[src/ccs_pkg.sv]
// ----------------------------------------------------------------------------
// ccs_pkg: shared constants for the C comment stripper
// Byte codes that the stripper treats specially.
// ----------------------------------------------------------------------------
`timescale 1ns / 1ps
`default_nettype none

package ccs_pkg;

  localparam int unsigned CharWidth = 8;

  localparam logic [CharWidth-1:0] ChSlash     = 8'h2F;
  localparam logic [CharWidth-1:0] ChStar      = 8'h2A;
  localparam logic [CharWidth-1:0] ChBackslash = 8'h5C;
  localparam logic [CharWidth-1:0] ChNewline   = 8'h0A;

  // Scanner state carried from one byte to the next
  typedef struct packed {
    logic in_block_comment;
    logic in_line_comment;
    logic slash_pending;
    logic star_pending;
    logic escape_pending;
    logic line_has_text;
    logic prev_line_empty;
  } scan_state_t;

  localparam scan_state_t ScanReset = '{
    in_block_comment: 1'b0,
    in_line_comment:  1'b0,
    slash_pending:    1'b0,
    star_pending:     1'b0,
    escape_pending:   1'b0,
    line_has_text:    1'b0,
    prev_line_empty:  1'b1
  };

endpackage

`default_nettype wire

[src/c_comment_stripper.sv]
// ----------------------------------------------------------------------------
// c_comment_stripper: streaming C/C++ comment remover
// Takes newline-terminated source text a byte at a time and passes it on
// with // and /* */ comments removed and blank lines folded.
// ----------------------------------------------------------------------------
// Takes one byte per cycle on the slave stream, while the result register can
// take it, and gives the cleaned text on the master stream, one byte per
// transfer, with tlast set on the final byte produced by each input byte. An
// input byte yields zero, one or two output bytes; the scanner state update
// and result selection are combinational and load a two-entry result register.
// A byte giving one result or none keeps a rate of one input byte per cycle
// while the master stream is ready; a byte giving two results (a held slash
// released by the next byte) holds the input until the first of them has
// been taken, while the second result drains.
`timescale 1ns / 1ps
`default_nettype none

module c_comment_stripper (
  input  wire logic       clk_i,
  input  wire logic       rst_ni,
  input  wire logic       s_axis_tvalid_i,
  output      logic       s_axis_tready_o,
  input  wire logic [7:0] s_axis_tdata_i,   // [7:0] ch
  output      logic       m_axis_tvalid_o,
  input  wire logic       m_axis_tready_i,
  output      logic [7:0] m_axis_tdata_o,   // [7:0] out_char
  output      logic       m_axis_tlast_o
);

  localparam int unsigned W = ccs_pkg::CharWidth;

  ccs_pkg::scan_state_t st_q, st_d;

  // result register: two slots, count of results still to send
  logic [W-1:0] slot0_q, slot0_d;
  logic [W-1:0] slot1_q, slot1_d;
  logic [1:0]   cnt_q, cnt_d;

  logic         in_xfer, out_xfer;
  logic [W-1:0] ch;
  logic [W-1:0] res0, res1;
  logic [1:0]   nres;
  logic         emit_slash;   // held slash released ahead of this byte
  logic         emit_ch;      // this byte passes through
  logic         emit_nl;      // line end emitted

  assign ch       = s_axis_tdata_i;
  assign in_xfer  = s_axis_tvalid_i && s_axis_tready_o;
  assign out_xfer = m_axis_tvalid_o && m_axis_tready_i;

  assign s_axis_tready_o = (cnt_q == 2'd0) || ((cnt_q == 2'd1) && m_axis_tready_i);
  assign m_axis_tvalid_o = (cnt_q != 2'd0);
  assign m_axis_tdata_o  = slot0_q;
  assign m_axis_tlast_o  = (cnt_q == 2'd1);

  // scanner: next state and which bytes come out
  always_comb begin
    st_d       = st_q;
    emit_slash = 1'b0;
    emit_ch    = 1'b0;
    emit_nl    = 1'b0;
    if (ch == ccs_pkg::ChNewline) begin
      if (st_q.slash_pending) begin
        emit_slash = 1'b1;
      end
      st_d.slash_pending   = 1'b0;
      st_d.escape_pending  = 1'b0;
      st_d.in_line_comment = 1'b0;
      st_d.star_pending    = 1'b0;
      if (st_q.line_has_text || st_q.slash_pending) begin
        emit_nl              = 1'b1;
        st_d.prev_line_empty = 1'b0;
      end else if (!st_q.prev_line_empty) begin
        emit_nl              = 1'b1;
        st_d.prev_line_empty = 1'b1;
      end
      st_d.line_has_text = 1'b0;
    end else if (st_q.escape_pending) begin
      emit_ch             = 1'b1;
      st_d.line_has_text  = 1'b1;
      st_d.escape_pending = 1'b0;
    end else if (st_q.in_line_comment) begin
      // dropped
    end else if (st_q.in_block_comment) begin
      if (st_q.star_pending && (ch == ccs_pkg::ChSlash)) begin
        st_d.in_block_comment = 1'b0;
        st_d.star_pending     = 1'b0;
      end else begin
        st_d.star_pending = (ch == ccs_pkg::ChStar);
      end
    end else begin
      // plain text, possibly behind a held slash
      st_d.slash_pending = 1'b0;
      if (st_q.slash_pending && (ch == ccs_pkg::ChSlash)) begin
        st_d.in_line_comment = 1'b1;
      end else if (st_q.slash_pending && (ch == ccs_pkg::ChStar)) begin
        st_d.in_block_comment = 1'b1;
        st_d.star_pending     = 1'b0;
      end else begin
        if (st_q.slash_pending) begin
          emit_slash         = 1'b1;
          st_d.line_has_text = 1'b1;
        end
        if (ch == ccs_pkg::ChSlash) begin
          st_d.slash_pending = 1'b1;
        end else begin
          emit_ch            = 1'b1;
          st_d.line_has_text = 1'b1;
          if (ch == ccs_pkg::ChBackslash) begin
            st_d.escape_pending = 1'b1;
          end
        end
      end
    end
  end

  // pack the results in emission order
  always_comb begin
    res1 = ch;
    if (emit_slash) begin
      res0 = ccs_pkg::ChSlash;
      res1 = emit_nl ? ccs_pkg::ChNewline : ch;
    end else if (emit_nl) begin
      res0 = ccs_pkg::ChNewline;
    end else begin
      res0 = ch;
    end
    nres = {1'b0, emit_slash} + {1'b0, emit_ch} + {1'b0, emit_nl};
  end

  always_comb begin
    slot0_d = slot0_q;
    slot1_d = slot1_q;
    cnt_d   = cnt_q;
    if (in_xfer) begin
      slot0_d = res0;
      slot1_d = res1;
      cnt_d   = nres;
    end else if (out_xfer) begin
      slot0_d = slot1_q;
      cnt_d   = cnt_q - 2'd1;
    end
  end

  always_ff @(posedge clk_i or negedge rst_ni) begin
    if (!rst_ni) begin
      st_q  <= ccs_pkg::ScanReset;
      cnt_q <= 2'd0;
    end else begin
      cnt_q <= cnt_d;
      if (in_xfer) begin
        st_q <= st_d;
      end
    end
  end

  always_ff @(posedge clk_i) begin
    slot0_q <= slot0_d;
    slot1_q <= slot1_d;
  end

  // ---------------------------------------------------------------------------
  // Assertions
  // ---------------------------------------------------------------------------
  a_cnt_range: assert property (@(posedge clk_i) disable iff (!rst_ni)
    cnt_q != 2'd3)
    else $error("result count out of range");

  a_no_accept_full: assert property (@(posedge clk_i) disable iff (!rst_ni)
    (cnt_q == 2'd2) |-> !s_axis_tready_o)
    else $error("input taken while both result slots are busy");

  a_drain_second: assert property (@(posedge clk_i) disable iff (!rst_ni)
    (out_xfer && (cnt_q == 2'd2)) |=> (cnt_q == 2'd1) && (m_axis_tdata_o == $past(slot1_q)))
    else $error("second result lost on drain");

  a_comment_excl: assert property (@(posedge clk_i) disable iff (!rst_ni)
    !(st_q.in_block_comment && st_q.in_line_comment))
    else $error("block and line comment both active");

  a_star_in_block: assert property (@(posedge clk_i) disable iff (!rst_ni)
    st_q.star_pending |-> st_q.in_block_comment)
    else $error("star held outside a block comment");

endmodule

`default_nettype wire
[config.mk]
export PLATFORM = sky130hd
export DESIGN_NAME = c_comment_stripper
export DESIGN_NICKNAME = d
export VERILOG_FILES = /design/src/ccs_pkg.sv /design/src/c_comment_stripper.sv
export SDC_FILE = /design/constraint.sdc
export NUM_CORES = 1
export LEC_CHECK = 0
export BUFFER_PORTS_ARGS = -buffer_cell sky130_fd_sc_hd__buf_2
export CAP_MARGIN = 20
export CORE_MARGIN = 2
export CORE_UTILIZATION = 40
export CTS_CLUSTER_SIZE = 14
export DETAILED_ROUTE_END_ITERATION = 10
export GPL_TIMING_DRIVEN = 0
export HOLD_SLACK_MARGIN = 0.02
export SLEW_MARGIN = 30
export SYNTH_ARGS = -nofsm -noshare
export SYNTH_HDL_FRONTEND = slang
export SYNTH_SLANG_ARGS = --single-unit
export TNS_END_PERCENT = 5
[constraint.sdc]
create_clock -name clk_i -period 1.9 [get_ports clk_i]
set_clock_uncertainty 0.1 [all_clocks]
set_input_delay 0.57 -clock clk_i [delete_from_list [all_inputs] [get_ports clk_i]]
set_output_delay 0.57 -clock clk_i [all_outputs]
set_load 0.05 [all_outputs]
# --- Word level (Yosys, flattened, before mapping) ---
# Cells that the tools add are included.
word_totals:
  inputBits: 12
  elab_cells: 94
  register_bits: 25
  output_inout_bits: 11
op_classes:
  n_eq_ne: 14
  bitwise: 3
  reduce_logical: 18
  n_addsub: 3
  n_mux: 46
ops:
  columns: ["op", "count"]
  rows:
  - ["8-bit two-way mux", 5]
  - ["1-bit two-way mux", 30]
  - ["8-bit by 6-bit == test with 1-bit output (second input constant)", 2]
  - ["2-bit two-way mux", 7]
  - ["5-bit two-way mux", 2]
  - ["3-bit != test (second input constant)", 3]
  - ["8-bit by 4-bit == test with 1-bit output (second input constant)", 1]
  - ["8-bit by 7-bit == test with 1-bit output (second input constant)", 1]
  - ["4-bit AND reduction", 2]
  - ["1-bit logical AND", 6]
  - ["2-bit by 1-bit != test with 1-bit output (second input constant)", 3]
  - ["3-bit by 2-bit != test with 1-bit output (second input constant)", 2]
  - ["6-bit AND reduction", 1]
  - ["5-bit AND reduction", 1]
  - ["4-bit two-way mux", 1]
  - ["4-bit != test (second input constant)", 1]
  - ["2-bit AND reduction", 2]
  - ["2-bit nonzero test", 2]
  - ["3-bit two-way mux", 1]
  - ["1-bit inverter", 3]
  - ["3-bit nonzero test", 1]
  - ["1-bit by 1-bit adder with 2-bit output", 1]
  - ["2-bit by 1-bit adder with 2-bit output", 1]
  - ["2-bit by 1-bit == test with 1-bit output (second input constant)", 1]
  - ["3 further kinds", 4]

# --- Longest topological paths before layout ---
# Gate-level depths: netlist of run 1.
depth:
  depth_word: 11
  mapped_depth: 8
  ltp_nobuf: 7

# --- Worst setup path after synthesis of run 1 ---
# Ideal clock, no wire load.
synth_timing:
  kind: "register to register"
  from: "register cnt_q[1]"
  to: "register slot0_q[0] (netlist: m_axis_tdata_o[0]), data pin"
  path_stages_with_launch: 7
  arrival_ps: 2102
  setup_slack_ps: -563
  setup_time_ps: 261
  path_cell_list: "dfrtp_1 > inv_1 > ha_1 > a21o_1 > nand2_1 > a21o_1 > o32a_1"
synth_via:
  elab_chain_len: 5
synth_lines:
  columns: ["item", "line", "text"]
  rows:
  - ["start: declaration", "c_comment_stripper.sv:37", "logic [1:0] cnt_q, cnt_d;"]
  - ["start signal: assignment", "c_comment_stripper.sv:150", "cnt_q <= cnt_d;"]
  - ["2-bit by 1-bit == test with 1-bit output", null, null]
  - ["named net m_axis_tlast_o", "c_comment_stripper.sv:27", "output logic m_axis_tlast_o"]
  - ["1-bit logical AND", "c_comment_stripper.sv:51", "assign s_axis_tready_o = (cnt_q == 2'd0) || ((cnt_q == 2'd1) && m_axis_tready_i);"]
  - ["1-bit logical OR", "c_comment_stripper.sv:51", null]
  - ["named net s_axis_tready_o", "c_comment_stripper.sv:22", "output logic s_axis_tready_o,"]
  - ["1-bit logical AND", "c_comment_stripper.sv:48", "assign in_xfer = s_axis_tvalid_i && s_axis_tready_o;"]
  - ["8-bit two-way mux", "c_comment_stripper.sv:135", "if (in_xfer) begin"]
  - ["named net slot0_d[0]", "c_comment_stripper.sv:35", "logic [W-1:0] slot0_q, slot0_d;"]
  - ["end signal: assignment", "c_comment_stripper.sv:158", "slot0_q <= slot0_d;"]
  - ["end: declaration", "c_comment_stripper.sv:35", null]
# The timed path passes the listed nets, and every way through them passes these cells.
# A chain may end at the register's enable or synchronous reset.

# --- Final worst setup path of run 1 ---
layout_timing:
  from: "register cnt_q[0]"
  to: "output port s_axis_tready_o"
layout_via:
  elab_chain_len: 3
layout_lines:
  columns: ["item", "line"]
  rows:
  - ["2-bit by 1-bit == test with 1-bit output", "c_comment_stripper.sv:51"]
  - ["1-bit logical AND", "c_comment_stripper.sv:51"]
  - ["1-bit logical OR (*)", "c_comment_stripper.sv:51"]
  - ["end: declaration", "c_comment_stripper.sv:22"]
# Every way passes the cells marked *; elsewhere a longest branch is shown, timed or not.

==> results_dict.tcl, run 1 <==
set metrics [dict create \
    timing.rr.end "cnt_q[0]" \
    p_sw_w 0.000861 \
    grt_start_max_net_pins 18 \
    rsz0062_at_grt "yes" \
    crit_fanout 4 \
    synth_top_area_share_pct 36.5 \
    syn_inst 122 \
    syn-num-nets 137 \
    r2r_setup_slack_ns -0.04 \
    intPower_w 0.00116 \
    synth.area.top_cells "edfxtp_1, dfrtp_1, nor2_1" \
    drc 0 \
    fmax_mhz 495 \
    drv_slew 0 \
    outcome "complete, but fails checks" \
    area_delta_synth_final_pct 23.3 \
    cts_tree "built" \
    finalPower_w 0.00202 \
    hold_end "m_axis_tdata_o[1]" \
    synthArstFlopShare_pct 36.0 \
    dp_hpwl_um 2080 \
    post-route-period-util_pct 106 \
    end_kind "primary output" \
    holdPathStages 2 \
    rows 20 \
    ys.flop_type "edfxtp_1" \
    cts_buffer_depth 2 \
    synth_cell_types 39 \
    antenna_cells 0 \
    core-area_um2 3080 \
    hold_viol_final 0 \
    fin_tns_setup_ns -0.344 \
    grt_use_total_pct 17.9 \
    peakVddDrop_mv 0.555 \
    timing.final.ws_setup_ns -0.122 \
    drive_gt1_share_pct 33.3 \
    vias 1048 \
    critPathArrivalTime_ns 1.35 \
    io_pins 23 \
    start_kind "flop" \
    critPathKind "flop to primary output" \
    critPathRequiredTime_ns 1.23 \
    setup_viol 5 \
    comb_power_share_pct 49.1 \
    nets 169 \
    gp_congestion 0.891 \
    wl_per_cell_um 14.8 \
    yosysWarnings 0 \
    detail-route-antenna-nets 0 \
    syn_area_um2 1320 \
    p_per_area_nw_per_um2 1250 \
    worstMarginPinSlew_ns 0.383 \
    slew_headroom_pct 74.3 \
    root_buffer "clkbuf_4" \
    seq_power_share_pct 38.4 \
    clock_latency_ns 0.33 \
    grt_pass1_vias 976 \
    antenna_found_initial 0 \
    hp-start "slot1_q[1]" \
    avgSynthCellArea_um2 10.8 \
    routed_wl_um 2910 \
    htreeDepth 1 \
    die_x_um 61.3 \
    die_y_um 61.3 \
    synth_edf_count 16 \
    ys_ff_latch 25 \
    p_sw_share_pct 42.6 \
    firstDrtPassIters 4 \
    grt_pass1_wl_um 4850 \
    p_clk_share_pct 12.5 \
    viasPerCell 5.32 \
    drv_cap 0 \
    violations "negative setup slack" \
    start_util_pct 42.7 \
    yosysSeqAreaShare_pct 53.8 \
    p_leak_nw 0.655 \
    worstHoldPathType "flop to flop" \
    yosysTopAreaCell "edfxtp_1" \
    clk_pin_slew_worst_paths_ns 0.15 \
    overflow 0 \
    drt_iter0_markers 40 \
    r2r_cells 6 \
    numCtsBuffers 3 \
    timing.rr.start "st_q[2]" \
    clock_sinks 25 \
    layout_min_cycle_time_ns 2.02 \
    io_buffers 21 \
    die_area_um2 3760 \
]
## metal layers
metal / global-route usage [%] / routed length (um) / up-vias / share of wire (%)
met1: 23.6 / 1350 / 503 / 46
li1: - / - / 516 / -
met3: 3.78 / 108 / 5 / 3.7
met5: 0 / 0 / - / 0
met4: 6.38 / 40 / 0 / 1.4
met2: 29.3 / 1410 / 24 / 49
## cells by family (layout without fill, tap and decap cells)
| kind of cell | count (synthesis) | after routing | share of synthesized area [%] |
|---|---|---|---|
| buffers and inverters | 18 | 49 | 5.33 |
| AOI/OAI and AO/OA | 30 | 30 | 16.8 |
| adders and majority gates | 3 | 3 | 3.43 |
| and+or+nand+nor | 44 | 44 | 18.9 |
| DFF | 25 | 25 | 53.8 |
| muxes | 2 | 2 | 1.71 |
## worst max path at each step
stage | cells past startpoint | to | start
2_1_floorplan | 7 | cnt_q[0] | s_axis_tdata_i[4]
3_3_place_gp | 7 | cnt_q[0] | s_axis_tdata_i[4]
3_5_place_dp | 7 | cnt_q[0] | s_axis_tdata_i[4]
4_1_cts | 4 | s_axis_tready_o | cnt_q[0]
5_1_grt | 4 | s_axis_tready_o | cnt_q[0]
6_report | 4 | s_axis_tready_o | cnt_q[0]
## synth_stat cells, types with 2 or more instances
master     n
o31ai_1    2
a21oi_1    6
and2_1     2
edfxtp_1  16
buf_2      2
mux2_2     2
a31oi_1    2
a21o_1     3
nor2_1    13
nand2_1    7
clkbuf_1   9
nor3_1     4
ha_1       2
a22o_1     3
nand3_1    5
o21ai_0    4
inv_1      7
o32a_1     3
and3_1     2
dfrtp_1    8
a41oi_1    2
## layout by cell type (no fill, tap or decap), drive strengths merged, types with 2 or more instances in the layout
cell	n
nand3	6
inv	7
edfxtp	16
o31ai	2
clkbuf	11
dfrtp	8
and3	2
mux2	2
ha	2
o32a	3
a21oi	6
buf	29
nor2	13
nor3	5
o21ai	4
a22o	3
nand2	7
and2	3
a31oi	2
a41oi	2
a21o	3
## area by class of cell
class | count | area [um^2]
clock inverter | 1 | 7.51
timing repair buffer | 27 | 171
multi-input combinational | 79 | 574
inverter | 7 | 26.3
fill | 284 | 1460
tap | 44 | 55.1
sequential | 25 | 708
buffer | 11 | 56.3
clock buffer | 3 | 22.5
## metrics by stage
stage          area (um^2)  setup WS (ns)  util (%)  hold WS [ns]  std cells
2_1_floorplan         1350         -0.187         -         0.174        122
3_3_place_gp          1510         -0.455      48.9         0.334        187
3_5_place_dp          1510         -0.469      48.9         0.341        187
4_1_cts               1590         -0.150      51.6         0.439        193
5_1_grt               1620         -0.190      52.7         0.460        197
6_report              1620         -0.122      52.7         0.439        197
## power groups by stage
stage	logic, W	clock network (W)	registers (W)
after CTS	0.000951	0.000262	0.000778
after global routing	0.00107	0.000280	0.000791
after detailed placement	0.000854	0	0.000790
final	0.000992	0.000253	0.000776
after floorplan	0.000453	0	0.00100
after global placement	0.000839	0	0.000787
## flip-flops by register name, summed over array words and instances, names as in the netlist
| name | flops |
|---|---|
| st_q | 7 |
| m_axis_tdata_o | 8 |
| slot1_q | 8 |
| cnt_q | 2 |
## worst max-delay path: stages (launching register included)
cell	delay (ns)
dfrtp_1	0.42
inv_1	0.06
ha_2	0.19
a21o_4	0.20
buf_8	0.15
## timing repair
action / CTS / global route
gates resized for setup: 11 / 6
pin swaps: 0 / 1
hold endpoints to repair: 8 / 0
hold buffers: 1 / 0
setup buffers: 1 / 4
endpoints found under the setup margin: 21 / 18
Note: power is estimated with default switching activity, not from simulation.
==> run 2: changes to the inputs <==
--- a/config.mk
+++ b/config.mk
@@ -7,12 +7,16 @@
 export LEC_CHECK = 0
 export BUFFER_PORTS_ARGS = -buffer_cell sky130_fd_sc_hd__buf_2
 export CAP_MARGIN = 20
+export CELL_PAD_IN_SITES_DETAIL_PLACEMENT = 0
+export CELL_PAD_IN_SITES_GLOBAL_PLACEMENT = 2
+export CORE_ASPECT_RATIO = 1.1
 export CORE_MARGIN = 2
-export CORE_UTILIZATION = 40
+export CORE_UTILIZATION = 31
 export CTS_CLUSTER_SIZE = 14
 export DETAILED_ROUTE_END_ITERATION = 10
 export GPL_TIMING_DRIVEN = 0
 export HOLD_SLACK_MARGIN = 0.02
+export PLACE_DENSITY_LB_ADDON = 0.1
 export SLEW_MARGIN = 30
 export SYNTH_ARGS = -nofsm -noshare
 export SYNTH_HDL_FRONTEND = slang
==> run 2 against run 1 <==
Effect of this change: maximum frequency is 1.1% higher; clock power is 26% higher; the run still ends with negative setup slack left; critical path type is now input port to flop; non-clock buffer count is 2 lower; total power is 0.10% higher; setup slack better by 0.022 ns.
==> results_dict.tcl, run 2 (synthesized netlist as in run 1, its figures left out) <==
set metrics [dict create \
    rsz0062_at_grt "yes" \
    layout_common_cells "buf_2, edfxtp_1, nor2_1" \
    peakVddDrop_mv 0.359 \
    grt_use_total_pct 13.8 \
    wl_per_cell_um 14.6 \
    drive_gt1_share_pct 34.4 \
    nets 167 \
    outcome "complete, but fails checks" \
    post-route-period-util_pct 105 \
    detail-route-antenna-nets 0 \
    firstDrtPassIters 4 \
    critPathMaxStageDelay_ns 0.42 \
    timing.final.ws_setup_ns -0.101 \
    crit_fanout 5 \
    routed_wl_um 2970 \
    fmax_mhz 500 \
    drv_cap 0 \
    cts_tree "built" \
    hold_viol_final 0 \
    grt_pass1_wl_um 5090 \
    overflow 0 \
    io_pins 23 \
    antenna_cells 0 \
    die_x_um 66.1 \
    rows 24 \
    io_buffers 21 \
    critPathArrivalTime_ns 2.07 \
    numCtsBuffers 3 \
    antenna_found_initial 0 \
    gr-usage-met3_pct 2.02 \
    clock_latency_ns 0.27 \
    clock_sinks 25 \
    viasPerCell 5.07 \
    drt_iter0_markers 47 \
    die_y_um 72.3 \
    gp_congestion 0.741 \
    layout_min_cycle_time_ns 2.00 \
    core-area_um2 4020 \
    htreeDepth 1 \
    drc 0 \
    violations "negative setup slack" \
    die_area_um2 4780 \
    worstMarginPinSlew_ns 0.381 \
    grtUsageMet1_pct 17.9 \
    crit_chain "buf_8, or3_4, nor3_4, and2_4, a21o_1, fa_1, nor2_1, nor3_1" \
    area_delta_synth_final_pct 27.8 \
    grt_start_max_net_pins 18 \
    root_buffer "clkbuf_8" \
    finalPower_w 0.00202 \
    slew_headroom_pct 74.4 \
    p_per_area_nw_per_um2 1200 \
    n_fill_cell 422 \
    grt_pass1_vias 1076 \
    final_util_pct 41.8 \
    seqCellArea_um2 708 \
    crit_slowest_cell "or3_4" \
    grt-busiest-layer "met2" \
    drv_slew 0 \
    grt_use_met2_pct 23.1 \
    multi_input_area_um2 616 \
    start_util_pct 32.7 \
    setup_viol 3 \
    cts_buffer_depth 2 \
    clk_pin_slew_worst_paths_ns 0.09 \
    worstHoldPathType "input port to asynchronous set/reset pin" \
    end_kind "flop" \
    vias 1029 \
    critPathKind "input port to flop" \
    critPathRequiredTime_ns 1.97 \
    dp_hpwl_um 2200 \
    ctsHoldBuffers 0 \
    start_kind "input port" \
    p_leak_nw 0.673 \
]
run 2: area by class of cell:
cell class	instances	share of cell area, %
Tap cell	52	3.87
Sequential cell	25	42.1
Clock inverter	1	0.447
Clock buffer	3	2.46
Multi-Input combinational cell	79	36.6
Inverter	7	1.56
Buffer	11	3.43
Timing Repair Buffer	25	9.46
run 2: stage by stage:
stage	setup slack (ns)	setup TNS, ns	instances	area (um^2)	hold WS (ns)
2_1_floorplan	-0.187	-1.54	122	1350	0.174
3_3_place_gp	-0.487	-2.86	195	1520	0.333
3_5_place_dp	-0.491	-2.93	195	1520	0.335
4_1_cts	-0.110	-0.327	203	1640	0.0341
5_1_grt	-0.187	-0.513	203	1680	0.0457
6_report	-0.101	-0.268	203	1680	0.0365
run 2: critical path, delay by kind of cell:
family	cells	cell delay [ns]
and+or+nand+nor	5	0.88
adders and majority gates	1	0.39
buffers and inverters	1	0.11
AOI/OAI and AO/OA	1	0.11
run 2: final timing paths:
check	from	to	slack [ns]	cells past startpoint
worst max-delay path	s_axis_tdata_i[7]	cnt_q[0]	-0.10	8
worst min-delay path	rst_ni	st_q[4]	0.04	1
worst max register to register	st_q[2]	cnt_q[1]	-0.06	6
worst min register to register	slot1_q[3]	m_axis_tdata_o[3]	0.42	2
max in group asynchronous	rst_ni	st_q[0]	1.41	1
min in group clk_i	slot1_q[3]	m_axis_tdata_o[3]	0.42	2
run 2: repair_timing:
action | 4_1_cts | 5_1_grt
hold endpoints to repair | 0 | 0
setup endpoints to repair | 25 | 17
pin swaps | 2 | 0
buffers inserted | 4 | 0
gates resized for setup | 12 | 10
run 2: where the power goes:
part           internal [W]  switching (W)
logic              0.000291       0.000640
clock network      0.000149       0.000171
registers          0.000740      0.0000328
run 2: routing by layer:
metal	wire length (um)	up-vias
met5	0	-
met4	48	0
met3	101	4
met2	1470	23
met1	1350	492
li1	-	510
==> run 3: changes to the inputs <==
--- a/config.mk
+++ b/config.mk
@@ -10,7 +10,7 @@
 export CELL_PAD_IN_SITES_DETAIL_PLACEMENT = 0
 export CELL_PAD_IN_SITES_GLOBAL_PLACEMENT = 2
 export CORE_ASPECT_RATIO = 1.1
-export CORE_MARGIN = 2
+export CORE_MARGIN = 10
 export CORE_UTILIZATION = 31
 export CTS_CLUSTER_SIZE = 14
 export DETAILED_ROUTE_END_ITERATION = 10
==> run 3 against run 2 <==
Effect of this change: the flow still finishes with violations (negative setup slack); sequential share of layout area grew 0.57 points; flip-flop and latch count is the same; register-to-register slack lost 0.02 ns; first-iteration DRC count grew 66%; non-clock buffer count is the same; clock power is essentially flat; design area shrank 1.3%; combinational power is essentially flat; via count grew 2.8%; largest cell class unchanged.
==> results_dict.tcl, run 3 (synthesized netlist as in run 1, its figures left out) <==
set metrics [dict create \
    outcome "complete, but fails checks" \
    violations "negative setup slack" \
    stdcell_area_um2 1660 \
    overflow 0 \
    placed_area_um2 1520 \
    worstHoldPathType "input port to asynchronous set/reset pin" \
    critPathArrivalTime_ns 2.15 \
    p_clk_share_pct 15.9 \
    start_util_pct 32.7 \
    area_delta_synth_final_pct 26.1 \
    io_pins 23 \
    die_y_um 88.3 \
    layout_min_cycle_time_ns 2.09 \
    fin_tns_setup_ns -0.477 \
    htreeDepth 1 \
    instances_no_fill 203 \
    viasPerCell 5.21 \
    final_common_cell "buf_2" \
    drive_gt1_share_pct 35.8 \
    seq_power_share_pct 38.2 \
    vias 1058 \
    timing.rr.start "st_q[4]" \
    timing.final.ws_setup_ns -0.191 \
    hold_viol_final 0 \
    intPower_w 0.00117 \
    post-route-period-util_pct 110 \
    crit_chain "buf_2, or3_4, nor3_4, and2_4, a21o_1, fa_1, nor2_2, nor3_2" \
    routed_wl_um 3190 \
    critPathRequiredTime_ns 1.96 \
    crit_fanout 5 \
    finalPower_w 0.00203 \
    root_buffer "clkbuf_8" \
    antenna_cells 0 \
    detail-route-antenna-nets 0 \
    end_kind "flop" \
    placed_cells 195 \
    clk_pin_slew_worst_paths_ns 0.09 \
    start_kind "input port" \
    firstDrtPassIters 4 \
    slew_headroom_pct 74.5 \
    p_per_area_nw_per_um2 1220 \
    gp_congestion 0.776 \
    nets 167 \
    clock_latency_ns 0.27 \
    drt_iter0_markers 78 \
    crit_slowest_cell "or3_4" \
    timing.rr.end "cnt_q[0]" \
    holdWs_ns 0.0354 \
    grt_use_total_pct 9.40 \
    peakVddDrop_mv 0.286 \
    p_leak_nw 0.661 \
    core-area_um2 4020 \
    setup_viol 3 \
    antenna_found_initial 0 \
    comb_power_share_pct 45.9 \
    grt_pass1_wl_um 5310 \
    crit_start "s_axis_tdata_i[7]" \
    fmax_mhz 478 \
    clock_sinks 25 \
    die_x_um 82.1 \
    p_sw_w 0.000861 \
    critPathKind "input port to flop" \
    dp_hpwl_um 2430 \
    r2r_cells 6 \
    grt_start_max_net_pins 18 \
    critPathMaxStageDelay_ns 0.43 \
    rows 24 \
    grt_pass1_vias 1058 \
    numCtsBuffers 3 \
    rsz0062_at_grt "yes" \
    worstMarginPinSlew_ns 0.379 \
    layout_common_cells "buf_2, edfxtp_1, nor2_1" \
    die_area_um2 7250 \
    drv_cap 0 \
    drc 0 \
    io_buffers 21 \
    p_sw_share_pct 42.4 \
    cts_buffer_depth 2 \
    cts_tree "built" \
    crit_path_end "cnt_q[0]" \
    wl_per_cell_um 15.7 \
    drv_slew 0 \
    ctsHoldBuffers 0 \
    r2r_setup_slack_ns -0.08 \
]
## run 3: timing repair
action / in CTS / in global routing
endpoints found under the hold margin: 0 / 0
pin swaps: 0 / 3
resized for setup: 8 / 10
setup buffers: 0 / 4
endpoints found under the setup margin: 25 / 12
## run 3: how the worst min path moves through the flow
stage	from	to	slack (ns)
3_5_place_dp	rst_ni	st_q[4]	0.33
4_1_cts	rst_ni	st_q[4]	0.04
6_report	rst_ni	st_q[4]	0.04
2_1_floorplan	rst_ni	cnt_q[0]	0.17
5_1_grt	rst_ni	st_q[4]	0.04
3_3_place_gp	rst_ni	st_q[4]	0.33
## run 3: layout make-up
type | instances | area, um^2
sequential | 25 | 708
timing repair buffer | 25 | 144
clock buffer | 3 | 41.3
inverter | 7 | 26.3
tap | 52 | 65.1
buffer | 11 | 57.6
clock inverter | 1 | 7.51
fill | 433 | 2370
multi-input combinational | 79 | 608
## run 3: per-layer routing
| layer | global-route usage (%) | routed length (um) |
|---|---|---|
| met1 | 12.1 | 1450 |
| met2 | 15.0 | 1500 |
| met3 | 2.13 | 212 |
| met4 | 3.25 | 26 |
| met5 | 0 | 0 |
## run 3: critical path: cells and delay by family
kind            cells  cell delay, ns
fa+ha+maj           1            0.40
buf+inv             1            0.14
simple gates        5            0.92
compound gates      1            0.11
## run 3: power by group through the flow
stage / sequential (W) / combinational, W / clock [W]
2_1_floorplan: 0.00100 / 0.000453 / 0
3_3_place_gp: 0.000787 / 0.000861 / 0
3_5_place_dp: 0.000790 / 0.000870 / 0
4_1_cts: 0.000778 / 0.000895 / 0.000331
5_1_grt: 0.000789 / 0.00100 / 0.000359
6_report: 0.000776 / 0.000931 / 0.000322
## run 3: per-stage QoR
step	utilization, %	setup slack [ns]
final	41.2	-0.191
after global placement	37.7	-0.490
after floorplan	-	-0.187
after CTS	39.8	-0.188
after global routing	41.2	-0.284
after detailed placement	37.7	-0.514
